--- src/hw/rtl/csvs_pkg.sv ---
package csvs_pkg;

    localparam int PENDING_DEPTH = 8;
    localparam int PCNT_W        = $clog2(PENDING_DEPTH + 1);
    localparam int PIDX_W        = (PENDING_DEPTH > 1) ? $clog2(PENDING_DEPTH) : 1;

    localparam int CFG_INDEX_W = 8;
    localparam int BYTE_W      = 8;
    localparam int COUNT_W     = 16;

    localparam logic [CFG_INDEX_W-1:0] REG_DELIMITER_0 = CFG_INDEX_W'(0);
    localparam logic [CFG_INDEX_W-1:0] REG_DELIMITER_1 = CFG_INDEX_W'(1);
    localparam logic [CFG_INDEX_W-1:0] REG_DELIMITER_2 = CFG_INDEX_W'(2);
    localparam logic [CFG_INDEX_W-1:0] REG_DELIMITER_3 = CFG_INDEX_W'(3);

    localparam logic [BYTE_W-1:0] DELIM_0_RESET = 8'h2C;
    localparam logic [BYTE_W-1:0] QUOTE_CH      = 8'h22;
    localparam logic [BYTE_W-1:0] LF_CH         = 8'h0A;
    localparam logic [BYTE_W-1:0] CR_CH         = 8'h0D;
    localparam logic [BYTE_W-1:0] SPACE_CH      = 8'h20;
    localparam logic [BYTE_W-1:0] TAB_CH        = 8'h09;

    localparam logic [COUNT_W-1:0] COUNT_MAX = '1;

    typedef enum logic [1:0] {
        KIND_BYTE      = 2'd0,
        KIND_FIELD_END = 2'd1,
        KIND_LINE_END  = 2'd2
    } kind_t;

    typedef enum logic [2:0] {
        SEL_NONE,
        SEL_PEND,
        SEL_BYTE,
        SEL_FEND,
        SEL_LEND
    } emit_sel_t;

    typedef enum logic {
        S_IDLE,
        S_RUN
    } state_t;

    typedef struct packed {
        logic      accept;
        emit_sel_t sel;
        logic      last;
    } cmd_t;

    typedef struct packed {
        logic out_free;
        logic flush_left;
        logic flush_final;
        logic plan_byte;
        logic plan_fend;
        logic plan_lend;
    } status_t;

endpackage

--- src/hw/rtl/csvs_text_if.sv ---
interface csvs_text_if;
    import csvs_pkg::*;

    logic              valid;
    logic              ready;
    logic              action;
    logic [BYTE_W-1:0] char_byte;

    modport source (output valid, output action, output char_byte, input ready);
    modport sink   (input valid, input action, input char_byte, output ready);

endinterface

--- src/hw/rtl/csvs_result_if.sv ---
interface csvs_result_if;
    import csvs_pkg::*;

    logic               valid;
    logic               ready;
    logic [1:0]         kind;
    logic [BYTE_W-1:0]  field_byte;
    logic [COUNT_W-1:0] column_count;
    logic               trim_overflow;
    logic               last;

    modport source (
        output valid, output kind, output field_byte, output column_count,
        output trim_overflow, output last, input ready
    );
    modport sink (
        input valid, input kind, input field_byte, input column_count,
        input trim_overflow, input last, output ready
    );

endinterface

--- src/hw/rtl/csvs_setup_if.sv ---
interface csvs_setup_if;
    import csvs_pkg::*;

    logic                   valid;
    logic                   ready;
    logic [CFG_INDEX_W-1:0] index;
    logic [BYTE_W-1:0]      data;

    modport source (output valid, output index, output data, input ready);
    modport sink   (input valid, input index, input data, output ready);

endinterface

--- src/hw/rtl/csv_line_field_splitter_core.sv ---
// channel   role    payload
// text      sink    action, char_byte
// result    source  kind, field_byte, column_count, trim_overflow, last
// setup     sink    index, data (delimiter registers 0 to 3)
//
// an item is taken only in idle, then its n results leave one per cycle from
// the output register when result is not stalled; no new item is taken until the last is loaded
// n is at most PENDING_DEPTH + 1, set by the depth of the trailing whitespace
// buffer, which is read one entry per result
// rst_n clears line state and sets delimiter 0 to comma, the rest to unused
// a stall on result holds the current word and pauses the rest of the burst
module csv_line_field_splitter_core (
    input  logic          clk,
    input  logic          rst_n,
    csvs_text_if.sink     text,
    csvs_result_if.source result,
    csvs_setup_if.sink    setup
);
    import csvs_pkg::*;

    cmd_t    cmd;
    status_t sts;
    logic    text_ready;

    assign text.ready = text_ready;

    csvs_ctrl u_ctrl (
        .clk        (clk),
        .rst_n      (rst_n),
        .text_valid (text.valid),
        .text_ready (text_ready),
        .sts        (sts),
        .cmd        (cmd)
    );

    csvs_dp u_dp (
        .clk    (clk),
        .rst_n  (rst_n),
        .text   (text),
        .result (result),
        .setup  (setup),
        .cmd    (cmd),
        .sts    (sts)
    );

endmodule

--- src/hw/rtl/csvs_ctrl.sv ---
module csvs_ctrl (
    input  logic              clk,
    input  logic              rst_n,
    input  logic              text_valid,
    output logic              text_ready,
    input  csvs_pkg::status_t sts,
    output csvs_pkg::cmd_t    cmd
);
    import csvs_pkg::*;

    state_t state_reg;
    state_t state_next;
    logic   more_after_pend;

    always_ff @(posedge clk or negedge rst_n)
    begin
        if (!rst_n)
        begin
            state_reg <= S_IDLE;
        end
        else
        begin
            state_reg <= state_next;
        end
    end

    assign more_after_pend = sts.plan_byte || sts.plan_fend || sts.plan_lend;

    always_comb
    begin
        state_next = state_reg;
        text_ready = 1'b0;
        cmd.accept = 1'b0;
        cmd.sel    = SEL_NONE;
        cmd.last   = 1'b0;
        unique case (state_reg)
            S_IDLE:
            begin
                text_ready = 1'b1;
                if (text_valid)
                begin
                    cmd.accept = 1'b1;
                    state_next = S_RUN;
                end
            end
            S_RUN:
            begin
                priority if (!sts.flush_left && !more_after_pend)
                begin
                    state_next = S_IDLE;
                end
                else if (!sts.out_free)
                begin
                    state_next = S_RUN;
                end
                else if (sts.flush_left)
                begin
                    cmd.sel  = SEL_PEND;
                    cmd.last = sts.flush_final && !more_after_pend;
                end
                else if (sts.plan_byte)
                begin
                    cmd.sel  = SEL_BYTE;
                    cmd.last = !sts.plan_fend && !sts.plan_lend;
                end
                else if (sts.plan_fend)
                begin
                    cmd.sel  = SEL_FEND;
                    cmd.last = !sts.plan_lend;
                end
                else
                begin
                    cmd.sel  = SEL_LEND;
                    cmd.last = 1'b1;
                end
                if (cmd.last)
                begin
                    state_next = S_IDLE;
                end
            end
            default:
            begin
                state_next = S_IDLE;
            end
        endcase
    end

endmodule

--- src/hw/rtl/csvs_dp.sv ---
module csvs_dp (
    input  logic              clk,
    input  logic              rst_n,
    csvs_text_if.sink         text,
    csvs_result_if.source     result,
    csvs_setup_if.sink        setup,
    input  csvs_pkg::cmd_t    cmd,
    output csvs_pkg::status_t sts
);
    import csvs_pkg::*;

    logic [BYTE_W-1:0]  delim_reg [0:3];
    logic [BYTE_W-1:0]  pending_space_reg [0:PENDING_DEPTH-1];

    logic               inside_quotes_reg, inside_quotes_next;
    logic               quote_seen_reg, quote_seen_next;
    logic               field_quoted_reg, field_quoted_next;
    logic               line_blank_reg, line_blank_next;
    logic               field_nonempty_reg, field_nonempty_next;
    logic               line_finished_reg, line_finished_next;
    logic [PCNT_W-1:0]  pending_count_reg, pending_count_next;
    logic [COUNT_W-1:0] fields_reg, fields_next;
    logic               overflow_reg, overflow_next;

    logic               plan_byte_reg, plan_byte_next;
    logic               plan_fend_reg, plan_fend_next;
    logic               plan_lend_reg, plan_lend_next;
    logic [PCNT_W-1:0]  flush_n_reg, flush_n_next;
    logic [PCNT_W-1:0]  flush_idx_reg, flush_idx_next;
    logic [BYTE_W-1:0]  char_reg, char_next;
    logic [COUNT_W-1:0] col_reg, col_next;
    logic               ovf_hold_reg, ovf_hold_next;

    logic               out_valid_reg, out_valid_next;
    kind_t              out_kind_reg;
    logic [BYTE_W-1:0]  out_byte_reg;
    logic [COUNT_W-1:0] out_col_reg;
    logic               out_ovf_reg;
    logic               out_last_reg;

    logic               pend_wr;
    logic               unquoted;
    logic               c_space;
    logic               c_delim;
    logic [COUNT_W-1:0] fields_inc;
    logic               load;

    // whitespace and delimiter classes
    always_comb
    begin
        c_space = (text.char_byte == SPACE_CH) ||
                  ((text.char_byte >= TAB_CH) && (text.char_byte <= CR_CH));
        c_delim = 1'b0;
        for (int i = 0; i < 4; i++)
        begin
            if ((delim_reg[i] != '0) && (delim_reg[i] == text.char_byte))
            begin
                c_delim = 1'b1;
            end
        end
    end

    assign fields_inc = (fields_reg == COUNT_MAX) ? fields_reg : fields_reg + COUNT_W'(1);

    always_comb
    begin
        inside_quotes_next  = inside_quotes_reg;
        quote_seen_next     = quote_seen_reg;
        field_quoted_next   = field_quoted_reg;
        line_blank_next     = line_blank_reg;
        field_nonempty_next = field_nonempty_reg;
        line_finished_next  = line_finished_reg;
        pending_count_next  = pending_count_reg;
        fields_next         = fields_reg;
        overflow_next       = overflow_reg;
        plan_byte_next      = plan_byte_reg;
        plan_fend_next      = plan_fend_reg;
        plan_lend_next      = plan_lend_reg;
        flush_n_next        = flush_n_reg;
        flush_idx_next      = flush_idx_reg;
        char_next           = char_reg;
        col_next            = col_reg;
        ovf_hold_next       = ovf_hold_reg;
        pend_wr             = 1'b0;
        unquoted            = 1'b0;

        if (cmd.accept)
        begin
            char_next      = text.char_byte;
            plan_byte_next = 1'b0;
            plan_fend_next = 1'b0;
            plan_lend_next = 1'b0;
            flush_n_next   = '0;
            flush_idx_next = '0;
            if (text.action)
            begin
                plan_fend_next      = !line_blank_reg;
                plan_lend_next      = 1'b1;
                col_next            = line_blank_reg ? fields_reg : fields_inc;
                ovf_hold_next       = overflow_reg;
                inside_quotes_next  = 1'b0;
                quote_seen_next     = 1'b0;
                field_quoted_next   = 1'b0;
                line_blank_next     = 1'b1;
                field_nonempty_next = 1'b0;
                line_finished_next  = 1'b0;
                pending_count_next  = '0;
                fields_next         = '0;
                overflow_next       = 1'b0;
            end
            else
            begin
                if (!line_finished_reg)
                begin
                    if (inside_quotes_reg)
                    begin
                        if (quote_seen_reg)
                        begin
                            quote_seen_next = 1'b0;
                            if (text.char_byte == QUOTE_CH)
                            begin
                                field_nonempty_next = 1'b1;
                                plan_byte_next      = 1'b1;
                            end
                            else
                            begin
                                inside_quotes_next = 1'b0;
                                unquoted           = 1'b1;
                            end
                        end
                        else if (text.char_byte == QUOTE_CH)
                        begin
                            quote_seen_next = 1'b1;
                        end
                        else
                        begin
                            field_nonempty_next = 1'b1;
                            plan_byte_next      = 1'b1;
                        end
                    end
                    else
                    begin
                        unquoted = 1'b1;
                    end
                end

                if (unquoted)
                begin
                    priority if ((text.char_byte == LF_CH) || (text.char_byte == CR_CH))
                    begin
                        line_finished_next = 1'b1;
                    end
                    else if (text.char_byte == QUOTE_CH)
                    begin
                        flush_n_next       = pending_count_reg;
                        pending_count_next = '0;
                        inside_quotes_next = 1'b1;
                        field_quoted_next  = 1'b1;
                        line_blank_next    = 1'b0;
                    end
                    else if (!field_nonempty_reg && c_space)
                    begin
                        // leading whitespace skipped
                    end
                    else if (c_delim)
                    begin
                        pending_count_next  = '0;
                        plan_fend_next      = 1'b1;
                        fields_next         = fields_inc;
                        field_quoted_next   = 1'b0;
                        field_nonempty_next = 1'b0;
                    end
                    else
                    begin
                        line_blank_next     = 1'b0;
                        field_nonempty_next = 1'b1;
                        if (c_space && !field_quoted_reg)
                        begin
                            if (pending_count_reg < PCNT_W'(PENDING_DEPTH))
                            begin
                                pend_wr            = 1'b1;
                                pending_count_next = pending_count_reg + PCNT_W'(1);
                            end
                            else
                            begin
                                overflow_next = 1'b1;
                            end
                        end
                        else
                        begin
                            flush_n_next       = pending_count_reg;
                            pending_count_next = '0;
                            plan_byte_next     = 1'b1;
                        end
                    end
                end
                ovf_hold_next = overflow_next;
            end
        end
        else
        begin
            unique case (cmd.sel)
                SEL_PEND: flush_idx_next = flush_idx_reg + PCNT_W'(1);
                SEL_BYTE: plan_byte_next = 1'b0;
                SEL_FEND: plan_fend_next = 1'b0;
                SEL_LEND: plan_lend_next = 1'b0;
                default:  ;
            endcase
        end
    end

    assign load           = (cmd.sel != SEL_NONE);
    assign out_valid_next = load ? 1'b1 : (result.ready ? 1'b0 : out_valid_reg);

    always_ff @(posedge clk or negedge rst_n)
    begin
        if (!rst_n)
        begin
            delim_reg[0]       <= DELIM_0_RESET;
            delim_reg[1]       <= '0;
            delim_reg[2]       <= '0;
            delim_reg[3]       <= '0;
            inside_quotes_reg  <= 1'b0;
            quote_seen_reg     <= 1'b0;
            field_quoted_reg   <= 1'b0;
            line_blank_reg     <= 1'b1;
            field_nonempty_reg <= 1'b0;
            line_finished_reg  <= 1'b0;
            pending_count_reg  <= '0;
            fields_reg         <= '0;
            overflow_reg       <= 1'b0;
            plan_byte_reg      <= 1'b0;
            plan_fend_reg      <= 1'b0;
            plan_lend_reg      <= 1'b0;
            flush_n_reg        <= '0;
            flush_idx_reg      <= '0;
            out_valid_reg      <= 1'b0;
        end
        else
        begin
            if (setup.valid)
            begin
                unique case (setup.index)
                    REG_DELIMITER_0: delim_reg[0] <= setup.data;
                    REG_DELIMITER_1: delim_reg[1] <= setup.data;
                    REG_DELIMITER_2: delim_reg[2] <= setup.data;
                    REG_DELIMITER_3: delim_reg[3] <= setup.data;
                    default:         ;
                endcase
            end
            inside_quotes_reg  <= inside_quotes_next;
            quote_seen_reg     <= quote_seen_next;
            field_quoted_reg   <= field_quoted_next;
            line_blank_reg     <= line_blank_next;
            field_nonempty_reg <= field_nonempty_next;
            line_finished_reg  <= line_finished_next;
            pending_count_reg  <= pending_count_next;
            fields_reg         <= fields_next;
            overflow_reg       <= overflow_next;
            plan_byte_reg      <= plan_byte_next;
            plan_fend_reg      <= plan_fend_next;
            plan_lend_reg      <= plan_lend_next;
            flush_n_reg        <= flush_n_next;
            flush_idx_reg      <= flush_idx_next;
            out_valid_reg      <= out_valid_next;
        end
    end

    always_ff @(posedge clk)
    begin
        if (pend_wr)
        begin
            pending_space_reg[pending_count_reg[PIDX_W-1:0]] <= text.char_byte;
        end
        char_reg     <= char_next;
        col_reg      <= col_next;
        ovf_hold_reg <= ovf_hold_next;
        if (load)
        begin
            out_ovf_reg  <= ovf_hold_reg;
            out_last_reg <= cmd.last;
            unique case (cmd.sel)
                SEL_PEND:
                begin
                    out_kind_reg <= KIND_BYTE;
                    out_byte_reg <= pending_space_reg[flush_idx_reg[PIDX_W-1:0]];
                    out_col_reg  <= '0;
                end
                SEL_BYTE:
                begin
                    out_kind_reg <= KIND_BYTE;
                    out_byte_reg <= char_reg;
                    out_col_reg  <= '0;
                end
                SEL_FEND:
                begin
                    out_kind_reg <= KIND_FIELD_END;
                    out_byte_reg <= '0;
                    out_col_reg  <= '0;
                end
                default:
                begin
                    out_kind_reg <= KIND_LINE_END;
                    out_byte_reg <= '0;
                    out_col_reg  <= col_reg;
                end
            endcase
        end
    end

    assign sts.out_free    = !out_valid_reg || result.ready;
    assign sts.flush_left  = (flush_idx_reg != flush_n_reg);
    assign sts.flush_final = ((flush_idx_reg + PCNT_W'(1)) == flush_n_reg);
    assign sts.plan_byte   = plan_byte_reg;
    assign sts.plan_fend   = plan_fend_reg;
    assign sts.plan_lend   = plan_lend_reg;

    assign setup.ready          = 1'b1;
    assign result.valid         = out_valid_reg;
    assign result.kind          = out_kind_reg;
    assign result.field_byte    = out_byte_reg;
    assign result.column_count  = out_col_reg;
    assign result.trim_overflow = out_ovf_reg;
    assign result.last          = out_last_reg;

endmodule
--- src/flat_wrapper.sv ---
// flat-port wrapper written by rule: the top's interface ports become plain ports
module csv_line_field_splitter_core_flat import csvs_pkg::*;
  (clk, rst_n, text_valid, text_action, text_char_byte, text_ready, result_valid, result_kind, result_field_byte, result_column_count, result_trim_overflow, result_last, result_ready, setup_valid, setup_index, setup_data, setup_ready);
  csvs_text_if text_i ();
  csvs_result_if result_i ();
  csvs_setup_if setup_i ();
  input  logic clk;
  input  logic rst_n;
  input wire logic [$bits(text_i.valid)-1:0] text_valid;
  input wire logic [$bits(text_i.action)-1:0] text_action;
  input wire logic [$bits(text_i.char_byte)-1:0] text_char_byte;
  output wire logic [$bits(text_i.ready)-1:0] text_ready;
  output wire logic [$bits(result_i.valid)-1:0] result_valid;
  output wire logic [$bits(result_i.kind)-1:0] result_kind;
  output wire logic [$bits(result_i.field_byte)-1:0] result_field_byte;
  output wire logic [$bits(result_i.column_count)-1:0] result_column_count;
  output wire logic [$bits(result_i.trim_overflow)-1:0] result_trim_overflow;
  output wire logic [$bits(result_i.last)-1:0] result_last;
  input wire logic [$bits(result_i.ready)-1:0] result_ready;
  input wire logic [$bits(setup_i.valid)-1:0] setup_valid;
  input wire logic [$bits(setup_i.index)-1:0] setup_index;
  input wire logic [$bits(setup_i.data)-1:0] setup_data;
  output wire logic [$bits(setup_i.ready)-1:0] setup_ready;
  assign text_i.valid = text_valid;
  assign text_i.action = text_action;
  assign text_i.char_byte = text_char_byte;
  assign text_ready = text_i.ready;
  assign result_valid = result_i.valid;
  assign result_kind = result_i.kind;
  assign result_field_byte = result_i.field_byte;
  assign result_column_count = result_i.column_count;
  assign result_trim_overflow = result_i.trim_overflow;
  assign result_last = result_i.last;
  assign result_i.ready = result_ready;
  assign setup_i.valid = setup_valid;
  assign setup_i.index = setup_index;
  assign setup_i.data = setup_data;
  assign setup_ready = setup_i.ready;
  csv_line_field_splitter_core u_core (.clk(clk), .rst_n(rst_n), .text(text_i), .result(result_i), .setup(setup_i));
endmodule
--- config.mk ---
export PLATFORM = sky130hd
export DESIGN_NAME = csv_line_field_splitter_core_flat
export DESIGN_NICKNAME = d
export VERILOG_FILES = /design/src/hw/rtl/csvs_pkg.sv /design/src/hw/rtl/csvs_text_if.sv /design/src/hw/rtl/csvs_result_if.sv /design/src/hw/rtl/csvs_setup_if.sv /design/src/hw/rtl/csv_line_field_splitter_core.sv /design/src/hw/rtl/csvs_ctrl.sv /design/src/hw/rtl/csvs_dp.sv /design/src/flat_wrapper.sv
export SDC_FILE = /design/constraint.sdc
export NUM_CORES = 1
export LEC_CHECK = 0
export ABC_CLOCK_PERIOD_IN_PS = 2800
export BUFFER_PORTS_ARGS = -buffer_cell sky130_fd_sc_hd__buf_2
export CAP_MARGIN = 20
export CELL_PAD_IN_SITES_DETAIL_PLACEMENT = 0
export CELL_PAD_IN_SITES_GLOBAL_PLACEMENT = 1
export CORE_MARGIN = 3
export CORE_UTILIZATION = 50
export DETAILED_ROUTE_END_ITERATION = 7
export PLACE_DENSITY_LB_ADDON = 0.1
export RECOVER_POWER = 50
export SYNTH_ARGS = -nofsm -noshare
export SYNTH_HDL_FRONTEND = slang
export SYNTH_SLANG_ARGS = --single-unit
--- constraint.sdc ---
create_clock -name clk -period 2.8 [get_ports clk]
set_input_delay 0.28 -clock clk [delete_from_list [all_inputs] [get_ports clk]]
set_output_delay 0.28 -clock clk [all_outputs]
set_load 0.02 [all_outputs]
==> flow_summary.ini, run 1 <==
[floorplan]
pin_count = 61
core_area_um2 = 17400
rows = 48
dieArea_um2 = 19500
initial_core_util_pct = 51.3
fp.dieW_um = 140
die_h_um = 140

[logic_synthesis]
seq_area_frac_synth_pct = 59.7
ys_top_cells_by_count = edfxtp_1 (117), dfrtp_1 (68), nand2_1 (49)
synth_top_area_share_pct = 39.4
avgSynthCellArea_um2 = 12.7
netlist_area_um2 = 8910
syn_nets = 739
synth_warnings = 0
ys_top_cells_by_area = edfxtp_1 (39%), dfrtp_1 (19%), mux2_2 (4.0%)
synthMostInstantiatedCell = edfxtp_1
ys_ff_latch = 189
ys_types = 69
async_reset_ff_share_pct = 38.1
synth-edff-count = 117
netlist_instances = 704
yosysTopAreaCell = edfxtp_1
synth_ff_type = edfxtp_1

[setup_path]
required_ns = 3.11
worstRegToRegCells = 7
cp.arrival_ns = 2.89
r2r_slack_ns = 0.24
crit_type = in2reg
crit_path_end_kind = flop
worst-path-max-fanout = 17
r2r_start = u_core.u_dp.field_nonempty_reg
startpoint_type = input port
r2r-end = u_core.u_dp.pending_space_reg[3][5]

[power_and_ir_drop]
p_leak_uw = 0.00387
power_switching_uw = 2330
p_per_area_nw_per_um2 = 733
p_sw_share_pct = 31.5
clock_power_share_pct = 30.1
max-vdd-ir-drop_v = 0.000472
power.internal_uw = 5060
seq_power_share_pct = 48.4
combPwrFrac_pct = 21.4

[final_layout]
largest_reg_flops = 64
final_layout_size_suffix_gt1_share_pct = 18.8
syn2layout_area_growth_pct = 13.1
fin_nets = 816

[global_route]
grt_usage_pct = 21.0
grt_start_max_net_pins = 33
grt_overflow = 0
grt_pass1_vias = 5860
antenna_found_initial = 1
grt_pass1_wl_um = 32200

[status]
status = finished, violations left
violations = capacitance limit, slew limit

[cts]
clkTransAtPathRegs_ns = 0.07
htreeDepth = 4
ctsResizeCount = 0
cts_buffer_depth = 2
cts-buffers-inserted = 17
cts_tree = yes
cts_root_buffer = clkbuf_16
clock_latency_ns = 0.43
cts.sinks = 189

[placement]
gp_congestion = 0.849
dp_hpwl_um = 14100
dp_slack_ns = 0.0745
portBuffers = 59

[drt]
drc = 0
antenna_left = 0
post_drt_wl_per_cell_um = 19.5
finalWirelength_um = 19800
drtIter0Drc = 423
vias = 5863
vias_per_cell = 5.75
drt-pass1-iter-count = 5

[hold_path]
hold_depth = 2
worstHoldStart = setup_data[3]
hold_path_end = u_core.u_dp.delim_reg[19]
hold_path.class = in2reg

[flow_run]
drv_cap = 1

[timing]
finalSetupViolations = 0
rsz0062_at_grt = false
worst_slew_pin_slew_ns = 1.93
period_share_pct = 92.0
clock_skew_ns = 0.00777
worst_slack_ns = 0.225
fmax_mhz = 388
slew_violations = 26
post-route-min-period_ns = 2.58
hold_viol = 0
tns_ns = 0
max-slew-margin-rel_pct = -28.5
[layout make-up]
class | count | area, µm²
clock buffers | 19 | 433
well taps | 225 | 282
inverters | 20 | 75.1
clock inverters | 13 | 108
flip-flops and latches | 189 | 5320
repair buffers | 95 | 529
multi-input cells | 458 | 3330
diodes | 1 | 2.50
fillers | 1455 | 7270
[worst max-delay path by stage]
| stage | start | end | cells after the start |
|---|---|---|---|
| after floorplan | text_char_byte[5] | u_core.u_dp.pending_space_reg[3][0] | 10 |
| after global placement | text_char_byte[3] | u_core.u_dp.pending_space_reg[1][4] | 11 |
| after detailed placement | text_char_byte[3] | u_core.u_dp.pending_space_reg[0][6] | 11 |
| after CTS | u_core.u_dp.field_nonempty_reg | u_core.u_dp.pending_space_reg[0][5] | 7 |
| after global routing | u_core.u_dp.field_nonempty_reg | u_core.u_dp.pending_space_reg[0][5] | 7 |
| final | text_char_byte[3] | u_core.u_dp.flush_n_reg[1] | 10 |
[per-layer routing]
metal | share of wire, % | track usage [%] | vias to the layer above
li1 | - | - | 2760
met2 | 45 | 30.9 | 155
met5 | 0 | 0 | -
met4 | 0.59 | 5.46 | 0
met3 | 5.1 | 4.71 | 8
met1 | 49 | 32.0 | 2940
[worst max-delay path: stages]
cell and delay, ns:
buf_2 0.18, clkbuf_1 0.55, xor2_1 0.19, nor4_2 0.30, nand4_1 0.20, o31ai_4 0.36
or2_1 0.20, buf_12 0.16, o21ai_1 0.17, a32o_1 0.29
[what timing repair did]
item                                   CTS  global route
hold buffers                             1             0
endpoints found under the hold margin   23             0
buffers inserted                         0             0
[through the flow]
step | cell area (µm²) | hold slack, ns | std cells | total power (µW) | util, %
floorplan | 8920 | -0.0156 | 704 | 4680 | -
global placement | 9610 | 0.403 | 986 | 5240 | 55.4
detailed placement | 9610 | 0.402 | 986 | 5280 | 55.4
CTS | 10200 | 0.120 | 1019 | 7510 | 58.5
global route | 10100 | 0.122 | 1019 | 7760 | 58.1
finish | 10100 | 0.133 | 1020 | 7390 | 58.1
[power groups by stage]
stage	sequential, µW	clock (µW)	combinational, µW
2_1_floorplan	3800	0	878
3_3_place_gp	3610	0	1630
3_5_place_dp	3630	0	1660
4_1_cts	3570	2270	1670
5_1_grt	3610	2400	1750
6_report	3580	2230	1580
[kinds of logic (layout without fill, tap and decap cells)]
| family | Yosys count | count (layout) | share of synthesized area [%] |
|---|---|---|---|
| simple gates | 244 | 244 | 14.8 |
| flops | 189 | 189 | 59.7 |
| xor+xnor | 53 | 53 | 5.21 |
| mux | 61 | 61 | 9.55 |
| other cells | 1 | 2 | 0.0421 |
| buf+inv | 57 | 147 | 2.99 |
| compound gates | 94 | 94 | 7.03 |
| fa+ha+maj | 5 | 5 | 0.702 |
[cells in the final DEF, fill, tap and decap left out, types with 4 or more instances in the layout]
| master | count |
|---|---|
| xnor2_1 | 20 |
| a32o_1 | 4 |
| ha_1 | 5 |
| nor3_1 | 18 |
| buf_2 | 24 |
| and3_1 | 7 |
| a21oi_1 | 15 |
| clkbuf_1 | 45 |
| nand3_1 | 35 |
| nor2_1 | 41 |
| buf_4 | 23 |
| nor3b_1 | 4 |
| nor2b_1 | 26 |
| inv_8 | 4 |
| dfrtp_1 | 68 |
| mux2_2 | 32 |
| clkbuf_16 | 17 |
| mux2i_1 | 13 |
| nand2_1 | 49 |
| nand2b_1 | 7 |
| nand4_1 | 9 |
| or3_1 | 4 |
| edfxtp_1 | 117 |
| nor4_1 | 18 |
| a22oi_1 | 7 |
| a31oi_1 | 6 |
| a211oi_1 | 4 |
| mux4_2 | 16 |
| xor2_1 | 33 |
| dfstp_2 | 4 |
| o21ai_0 | 31 |
| inv_1 | 20 |
(Power assumes the default switching activity.)
==> run 2, diff against run 1 <==
--- a/config.mk
+++ b/config.mk
@@ -10,11 +10,13 @@
 export CAP_MARGIN = 20
 export CELL_PAD_IN_SITES_DETAIL_PLACEMENT = 0
 export CELL_PAD_IN_SITES_GLOBAL_PLACEMENT = 1
+export CORE_ASPECT_RATIO = 0.9
 export CORE_MARGIN = 3
 export CORE_UTILIZATION = 50
 export DETAILED_ROUTE_END_ITERATION = 7
 export PLACE_DENSITY_LB_ADDON = 0.1
 export RECOVER_POWER = 50
+export SLEW_MARGIN = 15
 export SYNTH_ARGS = -nofsm -noshare
 export SYNTH_HDL_FRONTEND = slang
 export SYNTH_SLANG_ARGS = --single-unit
==> run 2 against run 1 <==
The flow now finishes without violations. Clock skew up 0.0025 ns. Critical endpoint unchanged. Power grew 0.89%. Combinational power about the same. Design area barely moved. Clock power is 3% higher. Count of clock-buffer cells in the layout decreased by 2. Setup slack better by 0.089 ns.
==> flow_summary.ini, run 2 (same netlist as run 1, synthesis figures left out) <==
[final_layout]
syn2layout_area_growth_pct = 13.1
final_cell_mix = edfxtp_1 (117), dfrtp_1 (68), nand2_1 (49)
final_layout_size_suffix_gt1_share_pct = 18.5
final_common_cell = edfxtp_1
fin_nets = 815
finalNonFillerCells = 1028
multi_input_area_um2 = 3330
num_antenna_cells = 0
fill_cells = 1438
largest_reg_flops = 64
regArea_um2 = 5320

[power_and_ir_drop]
max-vdd-ir-drop_v = 0.000434
p_leak_uw = 0.00387
p_per_area_nw_per_um2 = 740

[cts]
cts_buffer_depth = 2
clock_latency_ns = 0.43
cts_tree = yes
cts-buffers-inserted = 17
htreeDepth = 4
cts_root_buffer = clkbuf_16
clkTransAtPathRegs_ns = 0.07
cts.sinks = 189
post-cts-setup-buffers = 0

[timing]
max-slew-margin-rel_pct = 9.56
tns_ns = 0
rsz0062_at_grt = false
worst_slack_ns = 0.314
slew_violations = 0
finalSetupViolations = 0
period_share_pct = 88.8
clock_skew_ns = 0.0102
fmax_mhz = 402
post-route-min-period_ns = 2.49
hold_viol = 0
worst_slew_pin_slew_ns = 1.36

[floorplan]
initial_core_util_pct = 51.9
core_area_um2 = 17200
fp.dieW_um = 147
pin_count = 61
die_h_um = 133
dieArea_um2 = 19500
rows = 45

[setup_path]
required_ns = 3.11
crit_path_cell_trace = inv_1, nand2_1, clkbuf_1, nor2_1, and3_1, a32o_1
cp.arrival_ns = 2.80
cp_slowest_stage_delay_ns = 1.02
crit_path_end_kind = flop
r2r_start = u_core.u_ctrl.state_reg
worst-path-max-fanout = 27
r2r-end = u_core.u_dp.flush_n_reg[1]
worstRegToRegCells = 6
crit_type = reg2reg
critPathSlowestCell = clkbuf_1
startpoint_type = flop
r2r_slack_ns = 0.31
worstSetupEndpoint = u_core.u_dp.flush_n_reg[1]
critical_path.startpoint = u_core.u_ctrl.state_reg

[drt]
vias_per_cell = 5.77
drt-pass1-iter-count = 5
vias = 5929
drc = 0
drtIter0Drc = 511
post_drt_wl_per_cell_um = 19.5
finalWirelength_um = 20000
antenna_left = 0

[global_route]
grt_pass1_vias = 5679
antenna_found_initial = 0
grt_pass1_wl_um = 32100
grt_start_max_net_pins = 36
grt_usage_pct = 21.1
grt_overflow = 0

[flow_run]
drv_cap = 0

[placement]
gp_congestion = 0.856
portBuffers = 59
dp.cells = 995
dp_hpwl_um = 14200
dp_slack_ns = 0.141

[hold_path]
hold_path.class = in2reg

[status]
status = finished clean
## run 2: timing repair
action / in CTS / in global routing
hold endpoints to repair: 18 / 0
hold buffers: 1 / 0
endpoints found under the setup margin: 0 / 18
resized for setup: 0 / 1
## run 2: per-stage QoR
step | area (µm²) | hold slack, ns | utilization [%] | power, µW
6_report | 10100 | 0.124 | 58.7 | 7450
5_1_grt | 10100 | 0.125 | 58.7 | 7800
4_1_cts | 10200 | 0.119 | 59.2 | 7570
3_5_place_dp | 9590 | 0.310 | 55.9 | 5270
3_3_place_gp | 9590 | 0.304 | 55.9 | 5240
2_1_floorplan | 8920 | -0.0156 | - | 4680
## run 2: worst min-delay path by stage
stage                   from                   endpoint  cells after the start
2_1_floorplan          rst_n    u_core.u_ctrl.state_reg                      0
3_3_place_gp           rst_n  u_core.u_dp.fields_reg[9]                      1
3_5_place_dp           rst_n  u_core.u_dp.fields_reg[9]                      1
4_1_cts        setup_data[1]   u_core.u_dp.delim_reg[9]                      2
5_1_grt        setup_data[1]   u_core.u_dp.delim_reg[9]                      2
6_report       setup_data[1]   u_core.u_dp.delim_reg[9]                      2
## run 2: report_power, final
part | internal, µW | switching [µW] | leakage, µW | total [µW]
combinational | 505 | 1070 | 0.00156 | 1580
clock | 1240 | 1070 | 0.000272 | 2300
sequential | 3390 | 179 | 0.00204 | 3570
## run 2: metal layers
| layer | GRT usage (%) | up-vias | share of wire [%] |
|---|---|---|---|
| met5 | 0 | - | 0 |
| met4 | 5.59 | 0 | 1.1 |
| met2 | 30.7 | 160 | 45 |
| met1 | 32.8 | 2990 | 49 |
| li1 | - | 2763 | - |
| met3 | 3.77 | 16 | 4.9 |
## run 2: area by class of cell
type                       count  share of cell area (%)
multi-input combinational    458                    33.1
sequential                   189                    52.8
inverter                      20                   0.745
tap                          235                    2.92
clock buffer                  17                    4.22
clock inverter                15                    1.38
timing repair buffer          94                    4.87
## run 2: critical path, delay by kind of cell, from the launching register on
kind | cells | cell delay, ns
DFF | 1 | 0.38
and+or+nand+nor | 3 | 0.61
AOI/OAI and AO/OA | 1 | 0.28
buffers and inverters | 2 | 1.09
==> run 3, diff against run 2 <==
--- a/config.mk
+++ b/config.mk
@@ -10,9 +10,9 @@
 export CAP_MARGIN = 20
 export CELL_PAD_IN_SITES_DETAIL_PLACEMENT = 0
 export CELL_PAD_IN_SITES_GLOBAL_PLACEMENT = 1
-export CORE_ASPECT_RATIO = 0.9
 export CORE_MARGIN = 3
-export CORE_UTILIZATION = 50
+export CORE_UTILIZATION = 52
+export CTS_BUF_LIST = sky130_fd_sc_hd__clkbuf_8
 export DETAILED_ROUTE_END_ITERATION = 7
 export PLACE_DENSITY_LB_ADDON = 0.1
 export RECOVER_POWER = 50
==> run 3 against run 2 <==
Die area shrank 3.7%. Critical path depth grew 2. Fmax shrank 2.8%. Power shrank 7.2%. Via count shrank 1.7%. Core utilization grew 0.62 points. Sequential share of layout area grew 0.93 points. Final cell count shrank 1.1%. Register-to-register slack lost 0.02 ns. Sequential power is essentially flat. Sequential cell count is the same.
==> flow_summary.ini, run 3 (same netlist as run 1, synthesis figures left out) <==
[status]
status = finished clean

[floorplan]
pin_count = 61
die_h_um = 137
fp.dieW_um = 137
core_area_um2 = 16700
dieArea_um2 = 18700
rows = 47
initial_core_util_pct = 53.4

[setup_path]
startpoint_type = input port
r2r_start = u_core.u_dp.delim_reg[15]
worstRegToRegCells = 6
crit_type = in2reg
r2r_slack_ns = 0.29
required_ns = 3.20
worst-path-max-fanout = 17
crit_path_end_kind = flop
cp.arrival_ns = 2.96
r2r-end = u_core.u_dp.fields_reg[5]

[drt]
antenna_left = 0
vias_per_cell = 5.73
drt-pass1-iter-count = 4
drc = 0
post_drt_wl_per_cell_um = 19.1
drtIter0Drc = 421
vias = 5830
finalWirelength_um = 19400

[global_route]
grt_pass1_vias = 5596
grt_start_max_net_pins = 37
grt_pass1_wl_um = 30900
antenna_found_initial = 0
grt_overflow = 0
grt_usage_pct = 21.8

[cts]
cts_tree = yes
post-cts-setup-buffers = 0
cts.sinks = 189
htreeDepth = 4
clock_latency_ns = 0.47
cts-buffers-inserted = 17
ctsResizeCount = 0
cts_root_buffer = clkbuf_8
cts_buffer_depth = 2
clkTransAtPathRegs_ns = 0.10
cts_hold_buffers = 1

[hold_path]
hold_path_end = u_core.u_dp.delim_reg[10]
hold_depth = 2
hold_path.class = in2reg
worstHoldStart = setup_data[2]

[power_and_ir_drop]
p_leak_uw = 0.00380
p_total_uw = 6920
max-vdd-ir-drop_v = 0.000422
p_per_area_nw_per_um2 = 699

[final_layout]
final_cell_mix = edfxtp_1 (117), dfrtp_1 (68), nand2_1 (49)
largest_reg_flops = 64
fin_nets = 819
final_common_cell = edfxtp_1
final_layout_size_suffix_gt1_share_pct = 18.7
num_antenna_cells = 0
syn2layout_area_growth_pct = 11.1

[placement]
portBuffers = 59
gp_congestion = 0.901
dp_hpwl_um = 14400

[timing]
period_share_pct = 91.3
finalSetupViolations = 0
fmax_mhz = 391
slew_violations = 0
rsz0062_at_grt = false
tns_ns = 0
clock_skew_ns = 0.0206
max-slew-margin-rel_pct = 4.68
hold_viol = 0
worst_slew_pin_slew_ns = 1.43
post-route-min-period_ns = 2.56

[flow_run]
drv_cap = 0
-- run 3: cell types whose count changed in the layout (fill, tap and decap cells not counted), moves of 2 or more --
cell,previous run,this run
clkbuf_8,0,17
buf_4,28,25
buf_2,20,23
clkbuf_1,44,48
clkinvlp_4,1,3
clkbuf_16,17,0
clkinv_1,3,0
inv_6,4,2
-- run 3: worst max-delay path by stage --
| stage | start | to | slack, ns | cells after the start |
|---|---|---|---|---|
| after detailed placement | text_char_byte[3] | u_core.u_dp.pending_space_reg[0][4] | 0.05 | 11 |
| after floorplan | text_char_byte[5] | u_core.u_dp.pending_space_reg[3][0] | 0.13 | 10 |
| after global placement | text_char_byte[2] | u_core.u_dp.fields_reg[7] | 0.18 | 8 |
| final | text_char_byte[6] | u_core.u_dp.fields_reg[5] | 0.24 | 8 |
| after global routing | u_core.u_ctrl.state_reg | u_core.u_dp.pending_space_reg[6][2] | 0.05 | 7 |
| after CTS | u_core.u_dp.delim_reg[8] | u_core.u_dp.fields_reg[5] | 0.29 | 6 |
-- run 3: cell type report --
cell class	instances	area (µm²)
Timing Repair Buffer	98	498
Inverter	20	75.1
Multi-Input combinational cell	458	3330
Fill cell	1384	6800
Tap cell	220	275
Clock buffer	17	234
Sequential cell	189	5320
Clock inverter	15	168
-- run 3: per-stage QoR --
step                setup slack [ns]  cells  utilization, %  cell area (µm²)  hold slack, ns
finish                         0.243   1017            59.3             9900          0.0980
CTS                            0.290   1017            59.9            10000          0.0752
global route                  0.0522   1017            59.3             9900          0.0710
floorplan                      0.128    704               -             8920         -0.0156
detailed placement            0.0487    984            57.4             9590           0.314
global placement               0.177    984            57.4             9590           0.315
-- run 3: layer usage --
layer	part of all wire [%]	global-route usage [%]	up-vias	wire length, µm
met3	3.6	4.52	11	700
met4	0.76	4.82	0	147
met1	49	33.2	2919	9530
met2	47	32.6	134	9070
met5	0	0	-	0
li1	-	-	2766	-
-- run 3: worst max-delay path, cell delays in order --
cell,delay [ns]
buf_2,0.09
clkbuf_1,0.56
xnor2_1,0.22
nand4_1,0.13
o41ai_2,0.70
nor2_2,0.33
or4_1,0.54
nand3_1,0.09
-- run 3: report_power, final --
part	internal (µW)	switching, µW	leakage (µW)
registers	3390	178	0.00204
logic	505	1040	0.00156
clock network	808	1000	0.000198
